<file path="src/hdl/rfd_pkg.sv">
// Shared types, register codes and constants of the radar fall detector.
package rfd_pkg;

  // Frame rate the counter limits are scaled by, in frames per second.
  localparam int FRAME_RATE_HZ_DEFAULT = 10;

  // Score limits in unsigned Q8.8: below 5.0 is a rest frame, above 10.0 breaks a rest run.
  localparam logic [15:0] REST_SCORE_Q88   = 16'd1280;
  localparam logic [15:0] ACTIVE_SCORE_Q88 = 16'd2560;

  // Register values after reset.
  localparam logic [15:0] IMPACT_THR_RESET      = 16'd5120;
  localparam logic [14:0] FALLEN_DIST_RESET     = 15'd200;
  localparam logic [5:0]  CONFIRM_SECONDS_RESET = 6'd5;
  localparam logic [15:0] CANCEL_THR_RESET      = 16'd6400;
  localparam logic        DETECT_ENABLE_RESET   = 1'b1;

  localparam int CFG_INDEX_W = 3;
  localparam int CFG_DATA_W  = 16;

  typedef enum logic [CFG_INDEX_W-1:0] {
    CFG_IMPACT_THR      = 3'd0,
    CFG_FALLEN_DIST     = 3'd1,
    CFG_CONFIRM_SECONDS = 3'd2,
    CFG_CANCEL_THR      = 3'd3,
    CFG_DETECT_ENABLE   = 3'd4
  } cfg_idx_t;

  typedef struct packed {
    logic [15:0] impact_score_threshold;
    logic [14:0] fallen_distance_mm;
    logic [5:0]  confirm_seconds;
    logic [15:0] cancel_score_threshold;
    logic        detect_enable;
  } cfg_t;

  typedef struct packed {
    logic        cmd;
    logic [15:0] motion_score;
    logic [14:0] distance_mm;
  } frame_t;

  typedef enum logic [1:0] {
    MD_NORMAL  = 2'd0,
    MD_SUSPECT = 2'd1,
    MD_ALARM   = 2'd2
  } mode_t;

  typedef enum logic [1:0] {
    ST_NORMAL    = 2'd0,
    ST_IMPACT    = 2'd1,
    ST_SUSPECTED = 2'd2,
    ST_ALARM     = 2'd3
  } status_t;

endpackage

</file>
<file path="src/hdl/radar_fall_detector_fsm.sv">
// Top level of the radar fall detector: input register, mode machine and result register.
//
// Each input word is either a sensor frame (cmd 0, with a Q8.8 motion score and a distance
// in millimeters) or a clear request (cmd 1), and each word yields exactly one status word:
// 0 normal, 1 impact, 2 suspected, 3 alarm. A word is captured in an input register, the
// mode machine evaluates it against the current counters once the output register is free,
// and the status lands in the output register as the mode state updates at the same edge.
// One word is accepted every cycle as long as the output side keeps taking results. While a
// result waits in the output register, the captured word stays in the input register and
// in_ready drops in that same cycle (in_ready follows out_ready combinationally), so at most
// two words sit inside the block during a stall. All counter limits are scaled by
// FRAME_RATE_HZ (2 to 100). Configuration writes are always accepted (cfg_ready is high)
// and should only be issued while no word is in flight; unknown register indexes are
// ignored. When detection is disabled, sensor frames report normal and leave all state
// untouched, while clear requests are still honored.
module radar_fall_detector_fsm #(
  parameter int FRAME_RATE_HZ = rfd_pkg::FRAME_RATE_HZ_DEFAULT
) (
  input  logic                            clk,
  input  logic                            rst,
  input  logic                            cfg_valid,
  output logic                            cfg_ready,
  input  logic [rfd_pkg::CFG_INDEX_W-1:0] cfg_index,
  input  logic [rfd_pkg::CFG_DATA_W-1:0]  cfg_data,
  input  logic                            in_valid,
  output logic                            in_ready,
  input  logic                            cmd,
  input  logic [15:0]                     motion_score,
  input  logic [14:0]                     distance_mm,
  output logic                            out_valid,
  input  logic                            out_ready,
  output logic [1:0]                      status
);
  import rfd_pkg::*;

  cfg_t    cfg;
  frame_t  frame;
  logic    frame_valid;
  logic    out_free;
  logic    fire;
  status_t step_status;

  // The output register can take a new status when it is empty or being drained.
  assign out_free = !out_valid || out_ready;
  // The captured word is evaluated and the mode state advances on this edge.
  assign fire     = frame_valid && out_free;
  assign in_ready = !frame_valid || fire;

  rfd_cfg u_cfg (
    .clk       (clk),
    .rst       (rst),
    .cfg_valid (cfg_valid),
    .cfg_ready (cfg_ready),
    .cfg_index (cfg_index),
    .cfg_data  (cfg_data),
    .cfg       (cfg)
  );

  rfd_step #(
    .FRAME_RATE_HZ (FRAME_RATE_HZ)
  ) u_step (
    .clk         (clk),
    .rst         (rst),
    .fire        (fire),
    .frame       (frame),
    .cfg         (cfg),
    .step_status (step_status)
  );

  // Valid flags of the two register stages.
  always_ff @(posedge clk) begin
    if (rst) begin
      frame_valid <= 1'b0;
      out_valid   <= 1'b0;
    end else begin
      if (in_ready) begin
        frame_valid <= in_valid;
      end
      if (out_free) begin
        out_valid <= frame_valid;
      end
    end
  end

  // Payload registers need no reset.
  always_ff @(posedge clk) begin
    if (in_valid && in_ready) begin
      frame.cmd          <= cmd;
      frame.motion_score <= motion_score;
      frame.distance_mm  <= distance_mm;
    end
    if (fire) begin
      status <= step_status;
    end
  end

`ifndef SYNTHESIS
  a_capture_holds: assert property (@(posedge clk) disable iff (rst)
    frame_valid && !fire |=> frame_valid && $stable(frame))
    else $error("captured word lost while the output was stalled");

  a_result_follows_word: assert property (@(posedge clk) disable iff (rst)
    fire |=> out_valid)
    else $error("evaluated word produced no status");

  a_no_result_from_nothing: assert property (@(posedge clk) disable iff (rst)
    out_free && !frame_valid |=> !out_valid)
    else $error("status produced without a captured word");
`endif

endmodule

</file>
<file path="src/hdl/rfd_cfg.sv">
// Configuration register file of the radar fall detector.
module rfd_cfg (
  input  logic                               clk,
  input  logic                               rst,
  input  logic                               cfg_valid,
  output logic                               cfg_ready,
  input  logic [rfd_pkg::CFG_INDEX_W-1:0]    cfg_index,
  input  logic [rfd_pkg::CFG_DATA_W-1:0]     cfg_data,
  output rfd_pkg::cfg_t                      cfg
);
  import rfd_pkg::*;

  // Writes are always accepted.
  assign cfg_ready = 1'b1;

  always_ff @(posedge clk) begin
    if (rst) begin
      cfg.impact_score_threshold <= IMPACT_THR_RESET;
      cfg.fallen_distance_mm     <= FALLEN_DIST_RESET;
      cfg.confirm_seconds        <= CONFIRM_SECONDS_RESET;
      cfg.cancel_score_threshold <= CANCEL_THR_RESET;
      cfg.detect_enable          <= DETECT_ENABLE_RESET;
    end else if (cfg_valid) begin
      case (cfg_index)
        CFG_IMPACT_THR:      cfg.impact_score_threshold <= cfg_data;
        CFG_FALLEN_DIST:     cfg.fallen_distance_mm     <= cfg_data[14:0];
        CFG_CONFIRM_SECONDS: cfg.confirm_seconds        <= cfg_data[5:0];
        CFG_CANCEL_THR:      cfg.cancel_score_threshold <= cfg_data;
        CFG_DETECT_ENABLE:   cfg.detect_enable          <= cfg_data[0];
        default: ;
      endcase
    end
  end

endmodule

</file>
<file path="src/hdl/rfd_step.sv">
// Mode machine and saturating counters: one frame or command per advance.
module rfd_step #(
  parameter int FRAME_RATE_HZ = rfd_pkg::FRAME_RATE_HZ_DEFAULT
) (
  input  logic             clk,
  input  logic             rst,
  input  logic             fire,
  input  rfd_pkg::frame_t  frame,
  input  rfd_pkg::cfg_t    cfg,
  output rfd_pkg::status_t step_status
);
  import rfd_pkg::*;

  localparam logic [15:0] REST_LIMIT     = 16'(5 * FRAME_RATE_HZ);
  localparam logic [7:0]  IMPACT_LIMIT   = 8'(FRAME_RATE_HZ / 2);
  localparam logic [7:0]  RECOVERY_LIMIT = 8'(2 * FRAME_RATE_HZ);
  localparam logic [7:0]  CANCEL_LIMIT   = 8'(FRAME_RATE_HZ);
  localparam logic [15:0] TIMEOUT_LIMIT  = 16'(30 * FRAME_RATE_HZ);

  function automatic logic [7:0] sat_inc8(input logic [7:0] v);
    return (v == 8'hFF) ? v : v + 8'd1;
  endfunction

  function automatic logic [15:0] sat_inc16(input logic [15:0] v);
    return (v == 16'hFFFF) ? v : v + 16'd1;
  endfunction

  function automatic logic [7:0] dec_two8(input logic [7:0] v);
    return (v > 8'd2) ? v - 8'd2 : 8'd0;
  endfunction

  function automatic logic [15:0] dec_two16(input logic [15:0] v);
    return (v > 16'd2) ? v - 16'd2 : 16'd0;
  endfunction

  mode_t       mode, mode_next;
  logic [7:0]  impact_count, impact_count_next;
  logic [15:0] rest_count, rest_count_next;
  logic [14:0] prefall_distance, prefall_distance_next;
  logic        rested_before, rested_before_next;
  logic [15:0] fallen_count, fallen_count_next;
  logic [7:0]  recovery_count, recovery_count_next;
  logic [7:0]  strong_motion_count, strong_motion_count_next;
  logic [15:0] suspect_total, suspect_total_next;
  logic        impact_report;

  // Shared per-frame terms.
  logic [15:0] rest_upd, total_inc, fallen_inc, confirm_limit, required;
  logic [7:0]  impact_inc, recovery_inc, strong_inc;
  logic [14:0] diff;
  logic        is_impact, at_fallen, in_recovery, strong_motion;

  assign rest_upd = (frame.motion_score < REST_SCORE_Q88) ? sat_inc16(rest_count) :
                    (frame.motion_score > ACTIVE_SCORE_Q88) ? 16'd0 : rest_count;
  assign is_impact  = frame.motion_score > cfg.impact_score_threshold;
  assign impact_inc = sat_inc8(impact_count);

  assign diff = (frame.distance_mm >= prefall_distance) ? frame.distance_mm - prefall_distance
                                                        : prefall_distance - frame.distance_mm;
  assign required    = rested_before ? {cfg.fallen_distance_mm, 1'b0}
                                     : {1'b0, cfg.fallen_distance_mm};
  assign at_fallen   = {1'b0, diff} >= required;
  assign in_recovery = {diff, 1'b0} < required;
  assign confirm_limit = 16'(cfg.confirm_seconds) * 16'(FRAME_RATE_HZ);
  assign total_inc    = sat_inc16(suspect_total);
  assign fallen_inc   = sat_inc16(fallen_count);
  assign recovery_inc = sat_inc8(recovery_count);
  assign strong_motion = frame.motion_score > cfg.cancel_score_threshold;
  assign strong_inc   = sat_inc8(strong_motion_count);

  // Next state.
  always_comb begin
    mode_next                = mode;
    impact_count_next        = impact_count;
    rest_count_next          = rest_count;
    prefall_distance_next    = prefall_distance;
    rested_before_next       = rested_before;
    fallen_count_next        = fallen_count;
    recovery_count_next      = recovery_count;
    strong_motion_count_next = strong_motion_count;
    suspect_total_next       = suspect_total;
    impact_report            = 1'b0;

    if (frame.cmd) begin
      if (mode == MD_ALARM) begin
        mode_next                = MD_NORMAL;
        impact_count_next        = 8'd0;
        fallen_count_next        = 16'd0;
        recovery_count_next      = 8'd0;
        strong_motion_count_next = 8'd0;
        suspect_total_next       = 16'd0;
      end
    end else if (cfg.detect_enable) begin
      case (mode)
        MD_SUSPECT: begin
          suspect_total_next = total_inc;
          if (at_fallen) begin
            fallen_count_next   = fallen_inc;
            recovery_count_next = 8'd0;
          end else if (in_recovery) begin
            recovery_count_next = recovery_inc;
            fallen_count_next   = dec_two16(fallen_count);
          end else begin
            recovery_count_next = 8'd0;
          end

          // The first exit that fires ends the frame; later counters keep their values.
          if (at_fallen && fallen_inc >= confirm_limit) begin
            mode_next = MD_ALARM;
          end else if (in_recovery && !at_fallen && recovery_inc >= RECOVERY_LIMIT) begin
            mode_next = MD_NORMAL;
          end else begin
            strong_motion_count_next = strong_motion ? strong_inc : 8'd0;
            if ((strong_motion && strong_inc >= CANCEL_LIMIT) ||
                total_inc >= TIMEOUT_LIMIT) begin
              mode_next = MD_NORMAL;
            end
          end
        end
        MD_ALARM: ;
        default: begin
          mode_next       = MD_NORMAL;
          rest_count_next = rest_upd;
          if (is_impact) begin
            if (impact_count == 8'd0) begin
              prefall_distance_next = frame.distance_mm;
              rested_before_next    = rest_upd > REST_LIMIT;
            end
            impact_count_next = impact_inc;
            if (impact_inc >= IMPACT_LIMIT) begin
              mode_next                = MD_SUSPECT;
              fallen_count_next        = 16'd0;
              recovery_count_next      = 8'd0;
              strong_motion_count_next = 8'd0;
              suspect_total_next       = 16'd0;
            end else begin
              impact_report = 1'b1;
            end
          end else begin
            impact_count_next = dec_two8(impact_count);
          end
        end
      endcase
    end
  end

  // Outputs.
  always_comb begin
    if (!frame.cmd && !cfg.detect_enable) begin
      step_status = ST_NORMAL;
    end else if (impact_report) begin
      step_status = ST_IMPACT;
    end else begin
      case (mode_next)
        MD_SUSPECT: step_status = ST_SUSPECTED;
        MD_ALARM:   step_status = ST_ALARM;
        default:    step_status = ST_NORMAL;
      endcase
    end
  end

  always_ff @(posedge clk) begin
    if (rst) begin
      mode                <= MD_NORMAL;
      impact_count        <= 8'd0;
      rest_count          <= 16'd0;
      prefall_distance    <= 15'd0;
      rested_before       <= 1'b0;
      fallen_count        <= 16'd0;
      recovery_count      <= 8'd0;
      strong_motion_count <= 8'd0;
      suspect_total       <= 16'd0;
    end else if (fire) begin
      mode                <= mode_next;
      impact_count        <= impact_count_next;
      rest_count          <= rest_count_next;
      prefall_distance    <= prefall_distance_next;
      rested_before       <= rested_before_next;
      fallen_count        <= fallen_count_next;
      recovery_count      <= recovery_count_next;
      strong_motion_count <= strong_motion_count_next;
      suspect_total       <= suspect_total_next;
    end
  end

`ifndef SYNTHESIS
  a_disabled_holds_mode: assert property (@(posedge clk) disable iff (rst)
    fire && !frame.cmd && !cfg.detect_enable |=> $stable(mode) && $stable(impact_count))
    else $error("disabled frame changed the mode state");

  a_clear_leaves_alarm: assert property (@(posedge clk) disable iff (rst)
    fire && frame.cmd && mode == MD_ALARM |=> mode == MD_NORMAL && impact_count == 8'd0
      && suspect_total == 16'd0)
    else $error("clear command did not leave alarm mode cleanly");

  a_suspect_entry_clean: assert property (@(posedge clk) disable iff (rst)
    mode == MD_SUSPECT && $past(mode) == MD_NORMAL |->
      suspect_total == 16'd0 && fallen_count == 16'd0)
    else $error("suspected mode entered with stale counters");

  a_alarm_from_suspected: assert property (@(posedge clk) disable iff (rst)
    mode == MD_ALARM && $past(mode) != MD_ALARM |-> $past(mode) == MD_SUSPECT)
    else $error("alarm raised without a suspected phase");
`endif

endmodule

</file>
<file path="config.mk">
export PLATFORM = sky130hd
export DESIGN_NAME = radar_fall_detector_fsm
export DESIGN_NICKNAME = d
export VERILOG_FILES = /design/src/hdl/rfd_pkg.sv /design/src/hdl/radar_fall_detector_fsm.sv /design/src/hdl/rfd_cfg.sv /design/src/hdl/rfd_step.sv
export SDC_FILE = /design/constraint.sdc
export NUM_CORES = 1
export LEC_CHECK = 0
export ABC_AREA = 1
export BUFFER_PORTS_ARGS = -buffer_cell sky130_fd_sc_hd__buf_2
export CAP_MARGIN = 20
export CORE_UTILIZATION = 51
export DETAILED_ROUTE_END_ITERATION = 8
export GPL_TIMING_DRIVEN = 0
export PLACE_DENSITY = 0.74
export RECOVER_POWER = 100
export SLEW_MARGIN = 20
export SYNTH_ARGS = -nofsm -noshare
export SYNTH_HDL_FRONTEND = slang
export SYNTH_SLANG_ARGS = --single-unit
</file>
<file path="constraint.sdc">
create_clock -name clk -period 8.47 [get_ports clk]
set_input_delay 0.847 -clock clk [delete_from_list [all_inputs] [get_ports clk]]
set_output_delay 0.847 -clock clk [all_outputs]
set_load 0.05 [all_outputs]
</file>
==> reports/qor.csv, run 1 <==
stage;metric;value;unit
cts;cts-root-buf;clkbuf_16;
cells_and_area;drive_gt1_frac;0.06113;
pwr;p_seq_frac;0.412;
sta;fin_crit;5.706;ns
sta;hold_viol_final;0;
yosys;synth_area_leaders;dfxtp_1, ha_1, nand2_1;
placement;dp_slack;2.936;ns
drt;drt-pass1-iter-count;7;
cts;clk_latency;0.45;ns
floorplan;die_area;0.02561;mm²
cts;htree_levels;4;
cts;cts_resized;0;
cts;clkSinkCount;180;
yosys;ys_types;56;
yosys;synth_seq_cells;180;
floorplan;boundaryPins;61;
pwr;internal_power;1.499;mW
floorplan;rows;57;
sta;finalSetupViolCount;0;
sta;timing.slew.headroom;0.05531;
cells_and_area;seq_area;0.003944;mm²
sta;fin_skew;0.01511;ns
placement;placed_cells;2206;
critical_path;crit_type;reg -> reg;
hold_path;hold_path_class;reg -> reg;
sta;drv_slew;0;
cells_and_area;area_delta_synth_final;9.646;%
global_route;track_usage;0.2616;
placement;globalplace.congestion;0.9906;
drt;routed_wl;32.97;mm
pwr;report.power.total;2.288;mW
drt;ant_nets;0;
cts;cts-buffers-inserted;17;
global_route;grt_max_degree;33;
sta;rsz0062_at_grt;no;
placement;portBuffers;58;
pwr;leakage;6.236;nW
critical_path;cp_max_fo;10;
placement;dp.final_hpwl;25.37;mm
critical_path;worstPathArrival;6.02;ns
status;outcome;complete, no violations;
pwr;powerDensity;163.8;mW/mm²
pwr;p_comb_frac;0.229;
sta;worst_slack;2.764;ns
cts;cts_tree;yes;
sta;period_share;0.6737;
drt;drc_errors;0;
drt;drtIter0Drc;799;
cells_and_area;stdcell_count;2238;
critical_path;path_common_cell;inv_1;
floorplan;coreArea;0.02439;mm²
pwr;power_frac_clock;0.359;
cts;clock_path_buffers;2;
cells_and_area;nets;2088;
yosys;synthCells;1824;
cells_and_area;nFillCells;2375;
yosys;synth_edf_count;34;
yosys;ys_seq_area_frac;0.3096;
yosys;yosysWarnings;0;
yosys;synth_top_area_frac;0.2295;
pwr;power.switching;0.7890;mW
yosys;synth_ff_type;dfxtp_1;
drt;avgViaCountPerCell;5.535;
run;maxCapViolCount;0;
sta;fmax;175.3;MHz
yosys;synth_largest_area_cell;dfxtp_1;
global_route;antenna_found_initial;0;
yosys;syn-num-nets;2011;
cells_and_area;multiInputGateArea;0.007586;mm²
yosys;syn-mean-instance-area;6.983;µm²
critical_path;slowest_stage;clkbuf_1;
cts;cts_hold_buf;0;
floorplan;die_h;160.0;µm
critical_path;crit_path_end_kind;flop;
critical_path;startpoint_type;flop;
critical_path;cp_data_required_time;8.78;ns
yosys;syn-cell-area;0.01274;mm²
floorplan;initial_core_util;0.5222;
floorplan;die_w;160.0;µm
yosys;synthArstFlopShare;0;
drt;wl_per_cell;14.73;µm
cells_and_area;num_antenna_cells;0;
cts;path_clk_slew;0.09;ns
global_route;grt-ovfl-total;0;
sta;hold_ws;0.4646;ns
pwr;swShare;0.3449;
drt;vias;12388;
sta;tns;0;ns
global_route;grt_pass1_vias;11622;
critical_path;critPathMaxStageDelay;0.40;ns
sta;worstMarginPinSlew;1.417;ns
global_route;grt_pass1_wl;54.97;mm
cts;postCtsSetupBuffers;0;
pwr;peakVddDrop;107.6;µV
[final timing paths]
kind,startpoint,end,slack [ns],cells past startpoint
max,frame[11],u_step.fallen_count[10],2.76,30
min,u_cfg.cfg[44],u_cfg.cfg[44],0.46,2
max reg2reg,frame[11],u_step.fallen_count[10],2.76,30
min reg2reg,u_cfg.cfg[44],u_cfg.cfg[44],0.46,2
[sequential cells by signal, indices dropped and copies added (netlist names)]
| signal | flops |
|---|---|
| u_step.prefall_distance | 15 |
| frame | 32 |
| u_step.fallen_count | 16 |
| u_step.strong_motion_count | 8 |
| u_step.impact_count | 8 |
| u_step.recovery_count | 8 |
| u_step.rest_count | 16 |
| u_step.mode | 2 |
| frame_valid | 1 |
| status | 2 |
| u_step.rested_before | 1 |
| u_cfg.cfg | 54 |
| u_step.suspect_total | 16 |
| out_valid | 1 |
[cell type report]
class / count / share of cell area
plain buffers: 52 / 0.01505
clock buffers: 17 / 0.03046
clock inverters: 15 / 0.01218
inverters: 250 / 0.06737
multi-input cells: 1342 / 0.5432
flip-flops and latches: 180 / 0.2824
well taps: 324 / 0.02903
repair buffers: 58 / 0.02034
[cells in the mapped netlist, types with 3 or more instances]
library cell	number
inv_1	242
a211oi_1	6
nor2_1	194
xor2_1	38
nand3_1	103
mux2i_1	5
xnor2_1	15
o22ai_1	3
o221ai_1	4
a211oi_2	7
nand4_1	32
buf_2	15
o21ai_0	179
inv_2	5
clkbuf_1	31
nor4_1	5
a21boi_0	4
o211a_1	5
nand2_1	319
edfxtp_1	34
or2_2	8
o211ai_1	15
o21ai_1	7
ha_1	128
dfxtp_1	146
fa_1	3
a31oi_1	3
a22oi_1	4
buf_1	4
a21oi_1	198
o21a_1	4
nor3_1	28
[stage by stage]
stage / cell area [µm²] / utilization
2_1_floorplan: 12740 / -
3_3_place_gp: 13430 / 0.5507
3_5_place_dp: 13430 / 0.5507
4_1_cts: 14030 / 0.5752
5_1_grt: 13970 / 0.5726
6_report: 13970 / 0.5726
[cell usage in the layout, fill, tap and decap left out, types with 8 or more instances in the layout]
| master | n |
|---|---|
| clkbuf_16 | 17 |
| xor2_1 | 38 |
| nand3_1 | 104 |
| ha_1 | 128 |
| o21ai_0 | 181 |
| nor3_1 | 28 |
| a211oi_1 | 8 |
| xnor2_1 | 15 |
| nand4_1 | 32 |
| edfxtp_1 | 34 |
| nor2_1 | 195 |
| buf_2 | 62 |
| or2_2 | 8 |
| clkbuf_1 | 47 |
| inv_1 | 244 |
| a21oi_1 | 199 |
| nand2_1 | 321 |
| dfxtp_1 | 146 |
| o211ai_1 | 15 |
[power groups by stage]
stage / logic (mW) / clock network [mW] / registers (mW)
floorplan: 0.382 / 0 / 0.956
global placement: 0.502 / 0 / 0.961
detailed placement: 0.517 / 0 / 0.962
CTS: 0.522 / 0.830 / 0.943
global route: 0.599 / 0.868 / 0.949
finish: 0.523 / 0.821 / 0.944
[kinds of logic (layout without fill, tap and decap cells)]
kind of cell | Yosys count | after routing | share of synthesized area
xor+xnor | 53 | 53 | 0.03644
other cells | 1 | 1 | 0.0002944
simple gates | 702 | 702 | 0.2327
flops | 180 | 180 | 0.3096
compound gates | 450 | 450 | 0.1948
mux | 5 | 5 | 0.003929
buf+inv | 302 | 392 | 0.09175
fa+ha+maj | 131 | 131 | 0.1305
[routing by layer]
metal	part of all wire	track usage	up-vias
met5	0	0	-
met4	0.025	0.09654	0
met3	0.057	0.03948	57
met2	0.45	0.4279	350
met1	0.46	0.3484	5727
li1	-	-	6254
[critical path, delay by kind of cell (launching register included)]
kind / cells / cell delay (ns)
flip-flops: 1 / 0.38
buffers and inverters: 10 / 1.94
AND/OR/NAND/NOR: 11 / 1.66
AO/OA/AOI/OAI: 6 / 0.84
adder cells (fa/ha/maj): 2 / 0.59
XOR/XNOR: 1 / 0.14
(Power assumes the default switching activity.)
==> run 2: changes to the inputs <==
--- a/config.mk
+++ b/config.mk
@@ -11,7 +11,7 @@
 export CORE_UTILIZATION = 51
 export DETAILED_ROUTE_END_ITERATION = 8
 export GPL_TIMING_DRIVEN = 0
-export PLACE_DENSITY = 0.74
+export PLACE_DENSITY = 0.77
 export RECOVER_POWER = 100
 export SLEW_MARGIN = 20
 export SYNTH_ARGS = -nofsm -noshare
==> constraint.sdc (replaced) <==
create_clock -name clk -period 4.65 [get_ports clk]
set_input_delay 0.465 -clock clk [delete_from_list [all_inputs] [get_ports clk]]
set_output_delay 0.465 -clock clk [all_outputs]
set_load 0.05 [all_outputs]
==> run 2 against run 1 <==
  * Sequential power up 82%
  * Worst setup slack lost 2.7 ns
  * Register-to-register slack worse by 2.7 ns
  * Routed wire length up 2.6%
  * Critical path depth up 3
  * Combinational power up 120%
==> reports/qor.csv, run 2 (synthesis results as in run 1) <==
stage;metric;value;unit;change
global_route;grt_pass1_vias;11375;;was 11622
global_route;track_usage;0.2578;;was 0.2616
cells_and_area;layout_commonest_cell;nand2_1;;unchanged
cells_and_area;largest_reg_flops;54;;unchanged
critical_path;worstPathArrival;4.85;ns;was 6.02 ns
cells_and_area;num_antenna_cells;0;;unchanged
cells_and_area;nets;2099;;was 2088
cells_and_area;postLayoutCoreUtil;0.5939;;was 0.5726
floorplan;rows;57;;unchanged
drt;avgViaCountPerCell;5.567;;was 5.535
cts;cts-root-buf;clkbuf_16;;unchanged
critical_path;cp_max_fo;7;;was 10
cells_and_area;stdcell_count;2249;;was 2238
sta;finalSetupViolCount;0;;unchanged
cells_and_area;most-common-layout-cells;nand2_1, inv_1, nor2_1;;was nand2_1, inv_1, a21oi_1
drt;vias;12520;;was 12388
floorplan;die_w;160.0;µm;unchanged
cts;htree_levels;4;;unchanged
critical_path;crit_path_end_kind;flop;;unchanged
cts;cts-buffers-inserted;17;;unchanged
pwr;peakVddDrop;246.9;µV;was 107.6 µV
drt;ant_nets;0;;unchanged
placement;portBuffers;58;;unchanged
sta;worstMarginPinSlew;1.370;ns;was 1.417 ns
drt;drt-pass1-iter-count;6;;was 7
sta;drv_slew;0;;unchanged
drt;drtIter0Drc;950;;was 799
critical_path;worst-r2r-setup-slack;0.07;ns;was 2.76 ns
cts;clock_path_buffers;2;;unchanged
floorplan;initial_core_util;0.5222;;unchanged
sta;fin_crit;4.580;ns;was 5.706 ns
placement;dp.final_hpwl;25.31;mm;was 25.37 mm
sta;hold_ws;0.1858;ns;was 0.4646 ns
global_route;grt_max_degree;33;;unchanged
sta;fmax;218.4;MHz;was 175.3 MHz
floorplan;die_area;0.02561;mm²;unchanged
sta;timing.slew.headroom;0.08575;;was 0.05531
placement;globalplace.congestion;0.9264;;was 0.9906
global_route;antenna_found_initial;0;;unchanged
drt;wl_per_cell;15.05;µm;was 14.73 µm
drt;routed_wl;33.84;mm;was 32.97 mm
status;outcome;complete, no violations;;unchanged
global_route;grt-ovfl-total;0;;unchanged
pwr;powerDensity;302.6;mW/mm²;was 163.8 mW/mm²
cells_and_area;area_delta_synth_final;13.73;%;was 9.646%
cells_and_area;reg_top3;u_cfg.cfg: 54 flops, frame: 32 flops;;unchanged
sta;period_share;0.9849;;was 0.6737
critical_path;startpoint_type;flop;;unchanged
floorplan;boundaryPins;61;;unchanged
hold_path;hold_path_class;in -> reg;;was reg -> reg
run;maxCapViolCount;0;;unchanged
sta;hold_viol_final;0;;unchanged
cts;cts_tree;yes;;unchanged
critical_path;crit_type;reg -> reg;;unchanged
cts;path_clk_slew;0.09;ns;about the same
critical_path;path_common_cell;nand2_1;;was inv_1
critical_path;critPathMaxStageDelay;0.43;ns;was 0.40 ns
cells_and_area;drive_gt1_frac;0.09818;;was 0.06113
cells_and_area;top_register;u_cfg.cfg;;unchanged
cts;clk_latency;0.45;ns;about the same
critical_path;cp_data_required_time;4.92;ns;was 8.78 ns
sta;fin_skew;0.01905;ns;was 0.01511 ns
placement;placed_cells;2206;;unchanged
floorplan;coreArea;0.02439;mm²;unchanged
cts;clkSinkCount;180;;unchanged
drt;drc_errors;0;;unchanged
critical_path;slowest_stage;edfxtp_1;;was clkbuf_1
floorplan;die_h;160.0;µm;unchanged
cts;cts_hold_buf;0;;unchanged
pwr;leakage;6.368;nW;was 6.236 nW
global_route;grt_pass1_wl;54.14;mm;was 54.97 mm
-- run 2: final cells by class --
cell class | instances | area, µm²
Timing Repair Buffer | 71 | 406.6
Clock inverter | 15 | 197.7
Sequential cell | 180 | 3945
Fill cell | 2235 | 9905
Buffer | 50 | 222.7
Multi-Input combinational cell | 1342 | 7935
Tap cell | 324 | 405.4
Clock buffer | 17 | 425.4
Inverter | 250 | 948.4
-- run 2: stage by stage --
step	TNS (ns)	total power, mW	setup slack [ns]	area (µm²)
floorplan	0	2.437	0.2070	12740
global placement	-8.977	2.664	-0.6835	13430
detailed placement	-12.38	2.698	-0.7588	13430
CTS	0	4.259	0.01732	14140
global route	-0.3536	4.613	-0.2022	14490
finish	0	4.383	0.07040	14490
-- run 2: power breakdown --
| group | leakage (nW) | total [mW] | internal [mW] | switching, mW |
|---|---|---|---|---|
| clock network | 0.303 | 1.53 | 0.786 | 0.746 |
| registers | 1.52 | 1.72 | 1.66 | 0.0611 |
| logic | 4.55 | 1.13 | 0.438 | 0.693 |
-- run 2: final timing paths --
check,startpoint,endpoint,cells after the start
setup / recovery,frame[1],status[1],33
hold reg to reg,u_step.prefall_distance[14],u_step.prefall_distance[14],2
setup reg to reg,frame[1],status[1],33
hold / removal,motion_score[0],frame[15],1
-- run 2: repair_timing --
action | CTS | global route
gates resized for setup | 19 | 61
setup buffers | 5 | 7
pin swaps | 1 | 16
setup endpoints to repair | 36 | 24
gates cloned | 0 | 1
-- run 2: worst max-delay path: cells and delay by family (launching register included) --
family                   cells  cell delay (ns)
AO/OA/AOI/OAI                4             0.42
XOR/XNOR                     1             0.16
adder cells (fa/ha/maj)      3             0.81
buffers and inverters        5             0.54
flip-flops                   1             0.43
AND/OR/NAND/NOR             20             2.03
-- run 2: layer usage --
| layer | global-route usage | wire (µm) |
|---|---|---|
| met5 | 0 | 0 |
| met4 | 0.09048 | 960 |
| met3 | 0.03896 | 1865 |
| met2 | 0.4255 | 15560 |
| met1 | 0.3421 | 15460 |
==> run 3: changes to the inputs <==
==> constraint.sdc (replaced) <==
create_clock -name clk -period 4.65 [get_ports clk]
set_input_delay 0.2325 -clock clk [delete_from_list [all_inputs] [get_ports clk]]
set_output_delay 0.2325 -clock clk [all_outputs]
set_load 0.05 [all_outputs]
==> run 3 against run 2 <==
  * Via count is 1.5% higher
  * Design area is 2.2% higher
  * Critical path depth unchanged
  * Final cell count grew 1.4%
  * Utilization is 1.3 points higher
  * Critical path type unchanged
  * Largest cell class unchanged
==> reports/qor.csv, run 3 (synthesis results as in run 1) <==
stage;metric;value;unit;change
status;outcome;complete, no violations;;unchanged
drt;avgViaCountPerCell;5.570;;was 5.567
floorplan;initial_core_util;0.5222;;unchanged
critical_path;critPathMaxStageDelay;0.44;ns;was 0.43 ns
floorplan;die_area;0.02561;mm²;unchanged
sta;hold_ws;0.06345;ns;was 0.1858 ns
sta;finalSetupViolCount;0;;unchanged
cells_and_area;reg_top3;u_cfg.cfg: 54 flops, frame: 32 flops;;unchanged
cells_and_area;nets;2131;;was 2099
global_route;grt_pass1_wl;54.94;mm;was 54.14 mm
global_route;grt_pass1_vias;11590;;was 11375
drt;ant_nets;0;;unchanged
floorplan;coreArea;0.02439;mm²;unchanged
placement;dpl_cell_area;0.01343;mm²;unchanged
cells_and_area;num_antenna_cells;0;;unchanged
cells_and_area;top_register;u_cfg.cfg;;unchanged
critical_path;cp_max_fo;7;;unchanged
run;maxCapViolCount;0;;unchanged
cts;clock_path_buffers;2;;unchanged
sta;drv_slew;0;;unchanged
pwr;report.power.total;4.405;mW;was 4.383 mW
critical_path;path_common_cell;nand2_1;;unchanged
placement;portBuffers;58;;unchanged
critical_path;worstPathArrival;4.84;ns;was 4.85 ns
drt;drc_errors;0;;unchanged
cells_and_area;layout_commonest_cell;nand2_1;;unchanged
cts;clkSinkCount;180;;unchanged
cells_and_area;final_area;0.01481;mm²;was 0.01449 mm²
sta;fmax;218.9;MHz;was 218.4 MHz
hold_path;hold_path_class;in -> reg;;unchanged
sta;period_share;0.9825;;was 0.9849
drt;routed_wl;34.25;mm;was 33.84 mm
global_route;antenna_found_initial;0;;unchanged
critical_path;crit_type;reg -> reg;;unchanged
critical_path;cp_data_required_time;4.92;ns;about the same
sta;timing.slew.headroom;0.07266;;was 0.08575
critical_path;cp_top_family;simple AND/OR/NAND/NOR gates;;unchanged
critical_path;startpoint_type;flop;;unchanged
drt;drt-pass1-iter-count;5;;was 6
cts;cts_tree;yes;;unchanged
placement;globalplace.congestion;0.9264;;unchanged
sta;worstMarginPinSlew;1.389;ns;was 1.370 ns
sta;fin_skew;0.01958;ns;was 0.01905 ns
drt;vias;12706;;was 12520
sta;hold_viol_final;0;;unchanged
global_route;track_usage;0.2616;;was 0.2578
cells_and_area;largest_reg_flops;54;;unchanged
sta;tns;0;ns;unchanged
drt;wl_per_cell;15.01;µm;was 15.05 µm
pwr;leakage;6.501;nW;was 6.368 nW
cells_and_area;stdcell_count;2281;;was 2249
cells_and_area;area_delta_synth_final;16.25;%;was 13.73%
cts;clk_latency;0.45;ns;about the same
drt;drtIter0Drc;938;;was 950
sta;fin_crit;4.569;ns;was 4.580 ns
pwr;powerDensity;297.5;mW/mm²;was 302.6 mW/mm²
floorplan;die_w;160.0;µm;unchanged
cts;path_clk_slew;0.08;ns;was 0.09 ns
pwr;peakVddDrop;249.0;µV;was 246.9 µV
global_route;grt-ovfl-total;0;;unchanged
cts;htree_levels;4;;unchanged
floorplan;boundaryPins;61;;unchanged
cells_and_area;most-common-layout-cells;nand2_1, inv_1, nor2_1;;unchanged
cts;cts-root-buf;clkbuf_16;;unchanged
cells_and_area;drive_gt1_frac;0.09709;;was 0.09818
global_route;grt_max_degree;33;;unchanged
critical_path;slowest_stage;edfxtp_1;;unchanged
critical_path;crit_path_end_kind;flop;;unchanged
floorplan;rows;57;;unchanged
cts;cts-buffers-inserted;17;;unchanged
placement;placed_cells;2206;;unchanged
placement;dp.final_hpwl;25.31;mm;unchanged
floorplan;die_h;160.0;µm;unchanged
critical_path;path_buf_inv;5;;unchanged
## run 3: cell types whose count changed in the layout (fill, tap and decap cells not counted), sizes merged
cell         delta
dlygate4sd3    +32
## run 3: metrics by stage
step	util	worst slack (ns)
after floorplan	-	0.2070
after global placement	0.5507	-0.6835
after detailed placement	0.5507	-0.7588
after CTS	0.5930	0.01732
after global routing	0.6071	-0.1894
final	0.6071	0.08133
## run 3: worst register-to-register path, delay by kind of cell, from the launching register on
kind | cells | cell delay (ns)
fa+ha+maj | 3 | 0.82
simple gates | 20 | 2.04
compound gates | 4 | 0.42
xor+xnor | 1 | 0.15
buf+inv | 5 | 0.54
flops | 1 | 0.44
## run 3: area by class of cell
class                           count  area [µm²]
Clock inverter                     15       197.7
Sequential cell                   180        3945
Clock buffer                       17       425.4
Multi-Input combinational cell   1342        7935
Inverter                          250       948.4
Buffer                             50       222.7
Tap cell                          324       405.4
Timing Repair Buffer              103       726.9
Fill cell                        2196        9584
## run 3: worst paths after layout
path	to	slack, ns	start	cells past startpoint
max	status[1]	0.08	frame[1]	33
min	u_cfg.cfg[29]	0.06	cfg_data[6]	3
max reg2reg	status[1]	0.08	frame[1]	33
min reg2reg	u_step.prefall_distance[14]	0.47	u_step.prefall_distance[14]	2
## run 3: layer usage
| metal | vias up | global-route usage | part of all wire |
|---|---|---|---|
| met3 | 68 | 0.03922 | 0.060 |
| met4 | 0 | 0.09134 | 0.027 |
| met5 | - | 0 | 0 |
| li1 | 6362 | - | - |
| met2 | 366 | 0.4372 | 0.47 |
| met1 | 5910 | 0.3429 | 0.45 |
## run 3: power breakdown
group	total [mW]	internal [mW]	switching, mW
combinational	1.15	0.455	0.696
sequential	1.72	1.66	0.0612
clock	1.53	0.786	0.746
total	4.40	2.90	1.50
## run 3: timing repair
action,CTS,global route
buffers inserted,5,7
hold endpoints to repair,32,0
setup endpoints to repair,36,24
hold buffers,32,0
resized for setup,19,62
pin swaps,1,16
cloned,0,1
